[src/sv/dtf_pkg.sv]
// Shared types, widths and constants for the decimal text to fixed-point block.
package dtf_pkg;

  localparam int unsigned CH_W          = 8;
  localparam int unsigned INT_W         = 16;
  localparam int unsigned FRAC_W        = 30;
  localparam int unsigned CNT_W         = 4;
  localparam int unsigned VALUE_W       = 32;
  localparam int unsigned QUOT_W        = 17;
  localparam int unsigned DEN_W         = 30;
  localparam int unsigned NUM_W         = 46;
  localparam int unsigned STEP_W        = 5;
  localparam int unsigned MAX_FRAC_DIGITS = 9;

  localparam logic [CH_W-1:0] CH_NUL   = 8'h00;
  localparam logic [CH_W-1:0] CH_MINUS = 8'h2D;
  localparam logic [CH_W-1:0] CH_POINT = 8'h2E;
  localparam logic [CH_W-1:0] CH_ZERO  = 8'h30;
  localparam logic [CH_W-1:0] CH_NINE  = 8'h39;

  // divider status seen by the sequencer
  typedef struct packed {
    logic busy;
    logic done;
  } div_stat_t;

  // 10^n for n = 0..9
  function automatic logic [DEN_W-1:0] pow10(input logic [CNT_W-1:0] n);
    logic [DEN_W-1:0] r;
    unique case (n)
      4'd0:    r = 30'd1;
      4'd1:    r = 30'd10;
      4'd2:    r = 30'd100;
      4'd3:    r = 30'd1000;
      4'd4:    r = 30'd10000;
      4'd5:    r = 30'd100000;
      4'd6:    r = 30'd1000000;
      4'd7:    r = 30'd10000000;
      4'd8:    r = 30'd100000000;
      default: r = 30'd1000000000;
    endcase
    return r;
  endfunction

endpackage

[src/sv/dtf_div.sv]
// Restoring divider, one quotient bit per cycle, for the fraction rounding.
module dtf_div (
  input  logic                        clk,
  input  logic                        rst,
  input  logic                        start,
  input  logic [dtf_pkg::NUM_W-1:0]   num,
  input  logic [dtf_pkg::DEN_W-1:0]   den,
  output dtf_pkg::div_stat_t          stat,
  output logic [dtf_pkg::QUOT_W-1:0]  quot
);

  logic                        busy;
  logic                        done;
  logic [dtf_pkg::STEP_W-1:0]  cnt;
  logic [dtf_pkg::DEN_W-1:0]   rem;
  logic [dtf_pkg::DEN_W-1:0]   dsr;
  logic [dtf_pkg::QUOT_W-1:0]  sh;

  logic [dtf_pkg::DEN_W:0]     trial;
  logic [dtf_pkg::DEN_W:0]     diff;
  logic                        qbit;
  logic [dtf_pkg::DEN_W-1:0]   rem_next;

  // quotient fits in QUOT_W bits, so the top numerator bits seed the remainder
  always_comb begin
    trial    = {rem, sh[dtf_pkg::QUOT_W-1]};
    diff     = trial - {1'b0, dsr};
    qbit     = (trial >= {1'b0, dsr});
    rem_next = qbit ? diff[dtf_pkg::DEN_W-1:0] : trial[dtf_pkg::DEN_W-1:0];
  end

  always_ff @(posedge clk) begin
    if (rst) begin
      busy <= 1'b0;
      done <= 1'b0;
      cnt  <= '0;
    end else begin
      done <= 1'b0;
      if (start && !busy) begin
        busy <= 1'b1;
        cnt  <= '0;
      end else if (busy) begin
        cnt <= cnt + 1'b1;
        if (cnt == dtf_pkg::STEP_W'(dtf_pkg::QUOT_W - 1)) begin
          busy <= 1'b0;
          done <= 1'b1;
        end
      end
    end
  end

  always_ff @(posedge clk) begin
    if (start && !busy) begin
      rem <= {1'b0, num[dtf_pkg::NUM_W-1:dtf_pkg::QUOT_W]};
      sh  <= num[dtf_pkg::QUOT_W-1:0];
      dsr <= den;
    end else if (busy) begin
      rem <= rem_next;
      sh  <= {sh[dtf_pkg::QUOT_W-2:0], qbit};
    end
  end

  assign stat.busy = busy;
  assign stat.done = done;
  assign quot      = sh;

endmodule

[src/sv/decimal_text_to_fixed_unit.sv]
// Top level: ASCII decimal string to signed 16.16 fixed-point value.
// Timing: a non-NUL character is absorbed in the cycle it is accepted; the
//   result follows the terminating NUL through the divider load, the divider
//   steps, the done handoff and the output register.
// Throughput: one character per cycle while in_stall is low; after a NUL, input
//   stalls while the divider rounds the fraction, longer if the result waits.
// Reset: synchronous, active high; parser returns to start of string, output empty.
module decimal_text_to_fixed_unit (
  input  logic                               clk,
  input  logic                               rst,
  input  logic                               in_valid,
  output logic                               in_stall,
  input  logic [dtf_pkg::CH_W-1:0]           ch,
  output logic                               out_valid,
  input  logic                               out_stall,
  output logic signed [dtf_pkg::VALUE_W-1:0] value,
  output logic                               rejected
);

  // parser phases
  localparam logic [2:0] PH_START  = 3'd0;
  localparam logic [2:0] PH_INT    = 3'd1;
  localparam logic [2:0] PH_FRAC   = 3'd2;
  localparam logic [2:0] PH_SKIP   = 3'd3;
  localparam logic [2:0] PH_REJECT = 3'd4;

  // sequencer states
  localparam logic [1:0] SEQ_IDLE = 2'd0;
  localparam logic [1:0] SEQ_DIV  = 2'd1;
  localparam logic [1:0] SEQ_OUT  = 2'd2;

  logic [1:0]                    seq;
  logic [2:0]                    phase;
  logic                          negative;
  logic [dtf_pkg::INT_W-1:0]     int_acc;
  logic [dtf_pkg::FRAC_W-1:0]    frac_acc;
  logic [dtf_pkg::CNT_W-1:0]     frac_count;

  logic [2:0]                    phase_next;
  logic                          negative_next;
  logic [dtf_pkg::INT_W-1:0]     int_acc_next;
  logic [dtf_pkg::FRAC_W-1:0]    frac_acc_next;
  logic [dtf_pkg::CNT_W-1:0]     frac_count_next;

  // item held while the divider runs
  logic                          pend_neg;
  logic                          pend_rej;
  logic [dtf_pkg::INT_W-1:0]     pend_int;

  logic                          accept;
  logic                          is_nul;
  logic                          digit;
  logic [dtf_pkg::CNT_W-1:0]     d;
  logic [dtf_pkg::CNT_W-1:0]     cnt_inc;
  logic [dtf_pkg::CNT_W-1:0]     n_digits;
  logic [dtf_pkg::DEN_W-1:0]     den;
  logic [dtf_pkg::NUM_W-1:0]     num;
  logic                          div_start;
  dtf_pkg::div_stat_t            div_stat;
  logic [dtf_pkg::QUOT_W-1:0]    quot;
  logic [dtf_pkg::VALUE_W-1:0]   mag;
  logic [dtf_pkg::VALUE_W-1:0]   result;
  logic                          out_free;

  assign in_stall  = (seq != SEQ_IDLE);
  assign accept    = in_valid && !in_stall;
  assign is_nul    = (ch == dtf_pkg::CH_NUL);
  assign div_start = accept && is_nul;
  assign out_free  = !out_valid || !out_stall;

  assign digit   = (ch >= dtf_pkg::CH_ZERO) && (ch <= dtf_pkg::CH_NINE);
  assign d       = dtf_pkg::CNT_W'(ch - dtf_pkg::CH_ZERO);
  assign cnt_inc = frac_count + 1'b1;

  // next parser state for a non-NUL character
  always_comb begin
    phase_next      = phase;
    negative_next   = negative;
    int_acc_next    = int_acc;
    frac_acc_next   = frac_acc;
    frac_count_next = frac_count;
    unique case (phase) inside
      PH_START, PH_INT: begin
        if (digit) begin
          // x*10 = x*8 + x*2, wraps mod 2^16
          int_acc_next = (int_acc << 3) + (int_acc << 1)
                         + dtf_pkg::INT_W'(d);
          phase_next   = PH_INT;
        end else if (ch == dtf_pkg::CH_MINUS && phase == PH_START) begin
          negative_next = 1'b1;
          phase_next    = PH_INT;
        end else if (ch == dtf_pkg::CH_POINT) begin
          phase_next = PH_FRAC;
        end else begin
          phase_next = PH_REJECT;
        end
      end
      PH_FRAC: begin
        if (frac_count >= dtf_pkg::CNT_W'(dtf_pkg::MAX_FRAC_DIGITS)) begin
          phase_next = PH_SKIP;
        end else if (digit) begin
          frac_acc_next   = (frac_acc << 3) + (frac_acc << 1)
                            + dtf_pkg::FRAC_W'(d);
          frac_count_next = cnt_inc;
          if (cnt_inc >= dtf_pkg::CNT_W'(dtf_pkg::MAX_FRAC_DIGITS)) begin
            phase_next = PH_SKIP;
          end
        end else begin
          phase_next = PH_REJECT;
        end
      end
      PH_SKIP, PH_REJECT: begin
        phase_next = phase;
      end
      default: begin
        phase_next = PH_REJECT;
      end
    endcase
  end

  // rounding operands: (frac * 2^16 + 10^n / 2) / 10^n
  always_comb begin
    n_digits = (frac_count > 4'd9) ? 4'd9 : frac_count;
    den      = dtf_pkg::pow10(n_digits);
    num      = {frac_acc, 16'd0} + dtf_pkg::NUM_W'(den >> 1);
  end

  dtf_div u_div (
    .clk   (clk),
    .rst   (rst),
    .start (div_start),
    .num   (num),
    .den   (den),
    .stat  (div_stat),
    .quot  (quot)
  );

  // fraction is ORed into the integer part, then the sign applied
  always_comb begin
    mag    = {pend_int, 16'd0} | dtf_pkg::VALUE_W'(quot);
    result = pend_neg ? (~mag + 1'b1) : mag;
  end

  // parser state
  always_ff @(posedge clk) begin
    if (rst) begin
      phase      <= PH_START;
      negative   <= 1'b0;
      int_acc    <= '0;
      frac_acc   <= '0;
      frac_count <= '0;
    end else if (accept) begin
      if (is_nul) begin
        phase      <= PH_START;
        negative   <= 1'b0;
        int_acc    <= '0;
        frac_acc   <= '0;
        frac_count <= '0;
      end else begin
        phase      <= phase_next;
        negative   <= negative_next;
        int_acc    <= int_acc_next;
        frac_acc   <= frac_acc_next;
        frac_count <= frac_count_next;
      end
    end
  end

  // latch the finished number at the NUL
  always_ff @(posedge clk) begin
    if (div_start) begin
      pend_neg <= negative;
      pend_int <= int_acc;
      pend_rej <= (phase == PH_REJECT);
    end
  end

  // sequencer and output register
  always_ff @(posedge clk) begin
    if (rst) begin
      seq       <= SEQ_IDLE;
      out_valid <= 1'b0;
    end else begin
      // a new result replaces the one taken this cycle
      if (seq == SEQ_OUT && out_free) begin
        out_valid <= 1'b1;
      end else if (out_valid && !out_stall) begin
        out_valid <= 1'b0;
      end
      unique case (seq)
        SEQ_IDLE: begin
          if (div_start) begin
            seq <= SEQ_DIV;
          end
        end
        SEQ_DIV: begin
          if (div_stat.done) begin
            seq <= SEQ_OUT;
          end
        end
        SEQ_OUT: begin
          if (out_free) begin
            seq <= SEQ_IDLE;
          end
        end
        default: begin
          seq <= SEQ_IDLE;
        end
      endcase
    end
  end

  always_ff @(posedge clk) begin
    if (seq == SEQ_OUT && out_free) begin
      value    <= pend_rej ? '0 : result;
      rejected <= pend_rej;
    end
  end

endmodule

[config.mk]
export PLATFORM = sky130hd
export DESIGN_NAME = decimal_text_to_fixed_unit
export DESIGN_NICKNAME = d
export VERILOG_FILES = /design/src/sv/dtf_pkg.sv /design/src/sv/dtf_div.sv /design/src/sv/decimal_text_to_fixed_unit.sv
export SDC_FILE = /design/constraint.sdc
export NUM_CORES = 1
export LEC_CHECK = 0
export BUFFER_PORTS_ARGS = -buffer_cell sky130_fd_sc_hd__buf_2
export CAP_MARGIN = 20
export CORE_ASPECT_RATIO = 1.5
export CORE_MARGIN = 5
export CORE_UTILIZATION = 30
export CTS_CLUSTER_SIZE = 24
export DETAILED_ROUTE_END_ITERATION = 8
export PLACE_DENSITY_LB_ADDON = 0.05
export SYNTH_ARGS = -nofsm -noshare
export SYNTH_HDL_FRONTEND = slang
export SYNTH_HIERARCHICAL = 1
export SYNTH_SLANG_ARGS = --single-unit
[constraint.sdc]
create_clock -name clk -period 6.6 [get_ports clk]
set_input_delay 0.66 -clock clk [delete_from_list [all_inputs] [get_ports clk]]
set_output_delay 0.66 -clock clk [all_outputs]
set_load 0.02 [all_outputs]
### Yosys cells after proc, flatten, opt, wreduce, memory -nomap -nowiden

Memory sizes are Yosys's and may differ from the RTL's.
Cells that the tools add are included.

* register bits after elaboration: 192
* bits in read-only memories: 480
* bits of input ports: 12
* word-level logic and storage cells: 126
* memories kept: 1

* $add $sub $neg: 10
* $lt $le $gt $ge: 6
* eq/ne operators: 16
* mux-type cells: 40
* bitwise operators: 3
* reductions and logical operators: 31

Memories
* (no name shown): depth 16, bits a word 30, read ports 1, clocked after memory_dff 0, write ports 0, RTL line dtf_pkg.sv:30 `unique case (n)`

Operator list (number)
* two-way mux 30 bit: 5
* two-way mux 29 bit: 2
* two-way mux 16 bit: 3
* adder 46 x 29 -> 46 bit: 1
* two-way mux 17 bit: 2
* adder 32 x 1 -> 32 bit, second input constant: 1
* two-way mux 32 bit: 1
* NOT 32 bit: 1
* OR 32 x 17 -> 32 bit: 1
* greater-or-equal comparator 31 x 30 -> 1 bit: 1
* adder 30 bit: 1
* adder 30 x 4 -> 30 bit: 1
* subtractor 30 bit: 1
* two-way mux 3 bit: 7
* two-way mux 4 bit: 5
* adder 16 bit: 1
* adder 16 x 4 -> 16 bit: 1
* == test 8 x 6 -> 1 bit, second input constant: 2
* nonzero test 2 bit: 7
* two-way mux 1 bit: 10
* case mux 3 bit (3 select lines): 1
* AND reduction 3 bit: 3
* greater-or-equal comparator 4 bit, second input constant: 2
* greater-or-equal comparator 8 x 6 -> 1 bit, second input constant: 1
* 26 further kinds: 45

### Depth between registers and ports, before layout

* depth after elaboration: 7
* gate-level depth with buffers: 21
* gate-level depth less buffers: 21

### By module

Netlist, hierarchy kept.

By module, submodules not included
* decimal_text_to_fixed_unit: instances 1, cells each 933, area an instance 8200.4 um2, sequential area each 2672.6 um2
* dtf_div: instances 1, cells each 523, area an instance 5127.4 um2, sequential area each 2442.3 um2

### Worst setup path before layout

No wires, ideal clock.

* kind: input -> register
* start: input port ch[1] (netlist bit)
* end: register u_div/dsr[0] (netlist bit) (enable)
* library setup time: 406 ps
* data arrival time: 3775 ps
* required time: 6194 ps
* path slack: 2419 ps
* stages on the path: 9
* cell sequence: nor4_1 nand3_1 or2_2 clkbuf_1 inv_1 nand2b_1 inv_1 clkbuf_1 clkbuf_1

* cells in the longest elaborated chain, start to end: 3

Ends and longest elaborated chain
* start, declared: RTL line decimal_text_to_fixed_unit.sv:13 `input logic [dtf_pkg::CH_W-1:0] ch,`
* zero test 8 bit: RTL line decimal_text_to_fixed_unit.sv:67 `assign is_nul = (ch == dtf_pkg::CH_NUL);`
* logical AND 1 bit: RTL line decimal_text_to_fixed_unit.sv:68 `assign div_start = accept && is_nul;`
* via div_start: RTL line decimal_text_to_fixed_unit.sv:58 `logic div_start;`
* logical AND 1 bit: RTL line dtf_div.sv:53 `if (start && !busy) begin`
* end signal, assigned: RTL line dtf_div.sv:56 `dsr <= den;`
* end, declared: RTL line dtf_div.sv:16 `logic [dtf_pkg::DEN_W-1:0] dsr;`

The timed path passes the listed nets, and every way through them passes these cells.
A chain may end at the register's enable or synchronous reset.

### Worst setup path in the final report

* start: register frac_count[0] (netlist bit)
* end: register u_div/rem[25] (netlist bit) (data pin)

* cells in the longest elaborated chain, start to end: 5

Ends and longest elaborated chain
* start, declared: RTL line decimal_text_to_fixed_unit.sv:37 `logic [dtf_pkg::CNT_W-1:0] frac_count;`
* start signal, assigned: RTL line decimal_text_to_fixed_unit.sv:164 `frac_count <= frac_count_next;`
* > comparator 4 bit: RTL line decimal_text_to_fixed_unit.sv:123 `n_digits = (frac_count > 4'd9) ? 4'd9 : frac_count;`
* two-way mux 4 bit (*): RTL line decimal_text_to_fixed_unit.sv:123
* memory (16 x 30 bit) (*)
* via den (one bit): RTL line decimal_text_to_fixed_unit.sv:56 `logic [dtf_pkg::DEN_W-1:0] den;`
* adder 46 x 29 -> 46 bit (*): RTL line decimal_text_to_fixed_unit.sv:125 `num = {frac_acc, 16'd0} + dtf_pkg::NUM_W'(den >> 1);`
* via num (one bit): RTL line decimal_text_to_fixed_unit.sv:57 `logic [dtf_pkg::NUM_W-1:0] num;`
* two-way mux 29 bit (*): RTL line dtf_div.sv:53
* end signal, assigned: RTL line dtf_div.sv:54 `rem <= {1'b0, num[dtf_pkg::NUM_W-1:dtf_pkg::QUOT_W]};`
* end signal, assigned: RTL line dtf_div.sv:58 `rem <= rem_next;`
* end, declared: RTL line dtf_div.sv:15 `logic [dtf_pkg::DEN_W-1:0] rem;`

Mark *: on every way through the listed nets, which the timed path passes. The rest lies on a longest branch.

==> reports/qor.yml <==
run_status:
  status: "finished, final reports clean"
setup_path:
  crit_family: "simple AND/OR/NAND/NOR gates"
  endpoint_kind: "flop"
  max_stage_delay_ns: 0.49
  crit_start: "frac_count[0]"
  cp.required_ns: 6.79
  cpMaxStageDelayCell: "dfxtp_1"
  worstSetupPathType: "flop to flop"
  crit_arrival_ns: 4.93
  r2r_start: "frac_count[0]"
  critPathBufInv: 1
  critical_path.cell_chain: "inv_1, ha_1, nor2_1, o21ai_0, and2_1, ha_1, and2_1, or2_2, ha_1, o211ai_1, or2_2, o221a_2, o21ai_0, a21oi_1, nor2_1, nand3_1, xnor2_1, a2bb2oi_1, o21ai_0"
  critPathMaxFanout: 8
  start_kind: "flop"
sta:
  max_freq_mhz: 211.2
  slew_viol_final: 0
  tightestPinTransition_ns: 1.017
  clock_skew_ns: 0.01527
  rsz0062_at_grt: "no"
  relSlewSlack: 0.3218
  tns_ns: 0
  period_share: 0.7173
  setup_violations: 0
  period_needed_ns: 4.734
  hold_viol: 0
clock_network:
  clkTransAtPathRegs_ns: 0.08
  ctsLongestPathBuffers: 2
  cts_hold_buf: 0
  post_cts_buffers: 0
  cts_tree: "built"
  clk_latency_ns: 0.45
  cts.repair.resized: 0
  cts_sinks: 192
  cts.htree.levels: 4
  cts_buffers: 17
  root_buffer: "clkbuf_16"
finish:
  seq_area_mm2: 0.005115
  multi_input_area_mm2: 0.007746
  area_growth_pct: 11.22
  num-nets-final: 1626
  antenna-diode-count: 0
  fillers: 4618
  drive_gt1_frac: 0.07879
routing:
  first_pass_iters: 5
  dr_total_vias: 10185
  drt_wl_total_um: 36370
  ant_nets: 0
  vias_per_cell: 4.942
  drtIter0Drc: 503
  drcViolationCount: 0
  wl_per_cell_um: 17.65
pwr:
  comb_power_share: 0.018
  clkPwrFrac: 0.453
  p_seq_frac: 0.529
  power_density_mw_per_mm2: 162.0
  static-leakage-power_uw: 0.006264
  p_sw_frac: 0.2384
  ir_drop_v: 0.0001727
  p_sw_uw: 572.1
  p_int_uw: 1828
  totalPowerFinal_uw: 2400
synth:
  synth_warnings: 6
  synth_area_mm2: 0.01332
  syn_nets: 1609
  postSynthCellCount: 1455
  syn_avg_cell_area_um2: 9.155
global_route:
  gr-usage-all-layers: 0.1487
  grt_max_degree: 57
  grt_overflow: 0
  antenna_found_initial: 0
  grt_pass1_wl_um: 57750
  grt_pass1_vias: 10352
hold_path:
  min_path_type: "flop to flop"
  min_from: "int_acc[15]"
place:
  numPortBuffers: 46
  place.gp.congestion: 0.8178
  place_hpwl_um: 28200
die:
  dieArea_mm2: 0.04880
  rows: 94
  die_y_um: 268.1
  dieWidth_um: 182.1
  ios: 47
  start_util: 0.3036
  coreArea_mm2: 0.04387
flow_run:
  drv_cap: 0
==> through the flow <==
stage	util	cell area [um^2]	cells	hold WS, ns	worst slack, ns
3_3_place_gp	0.3221	14130	2026	0.4297	1.939
3_5_place_dp	0.3221	14130	2026	0.4316	1.859
4_1_cts	0.3360	14740	2058	0.4507	1.814
5_1_grt	0.3377	14810	2061	0.4596	1.335
6_report	0.3377	14810	2061	0.4514	1.866
2_1_floorplan	-	13320	1455	0.4079	2.419
==> metal layers <==
metal / track usage / routed length [um] / vias to the layer above
li1: - / - / 5267
met2: 0.2726 / 18900 / 83
met4: 0.03755 / 442 / 0
met5: 0 / 0 / -
met3: 0.01787 / 615 / 23
met1: 0.1854 / 16410 / 4812
==> layout make-up <==
class	instances	area share
inverters	64	0.01622
flip-flops and latches	192	0.3453
repair buffers	58	0.02601
clock inverters	15	0.01225
clock buffers	17	0.02872
well taps	576	0.04865
multi-input cells	1139	0.5229
==> cells in the final DEF, fill, tap and decap left out, types with 47 or more instances in the layout <==
cell type and n:
xor2_1 63, inv_1 62, nor2_1 116, ha_1 136, nand2_1 188, o21ai_0 61
a21oi_1 110, edfxtp_1 127, dfxtp_1 65, xnor2_1 62, nand3_1 47
==> sequential cells by signal, summed over array words and instances, names as in the netlist <==
signal      cells
value          32
frac_acc       30
u_div/dsr      30
u_div/rem      30
u_div/quot     17
int_acc        16
pend_int       16
u_div/cnt       5
frac_count      4
phase           3
seq             2
negative        1
out_valid       1
pend_neg        1
pend_rej        1
rejected        1
u_div/busy      1
u_div/done      1
==> worst register-to-register path, delay by kind of cell, from the launching register on <==
kind,cells,cell delay (ns)
AO/OA/AOI/OAI,7,1.16
buffers and inverters,1,0.15
XOR/XNOR,1,0.15
AND/OR/NAND/NOR,7,1.71
adder cells (fa/ha/maj),3,0.82
flip-flops,1,0.49
==> final timing paths <==
kind	end	slack (ns)	depth (start not counted)
setup / recovery	u_div/rem[25]	1.87	19
hold / removal	pend_int[15]	0.45	0
setup reg to reg	u_div/rem[25]	1.87	19
hold reg to reg	pend_int[15]	0.45	0
==> power by group through the flow <==
| stage | combinational, uW | sequential, uW | clock [uW] |
|---|---|---|---|
| after floorplan | 27.5 | 1300 | 0 |
| after global placement | 42.6 | 1300 | 0 |
| after detailed placement | 42.5 | 1300 | 0 |
| after CTS | 42.9 | 1270 | 1130 |
| after global routing | 47.1 | 1270 | 1170 |
| final | 42.4 | 1270 | 1090 |
(Power assumes the default switching activity.)
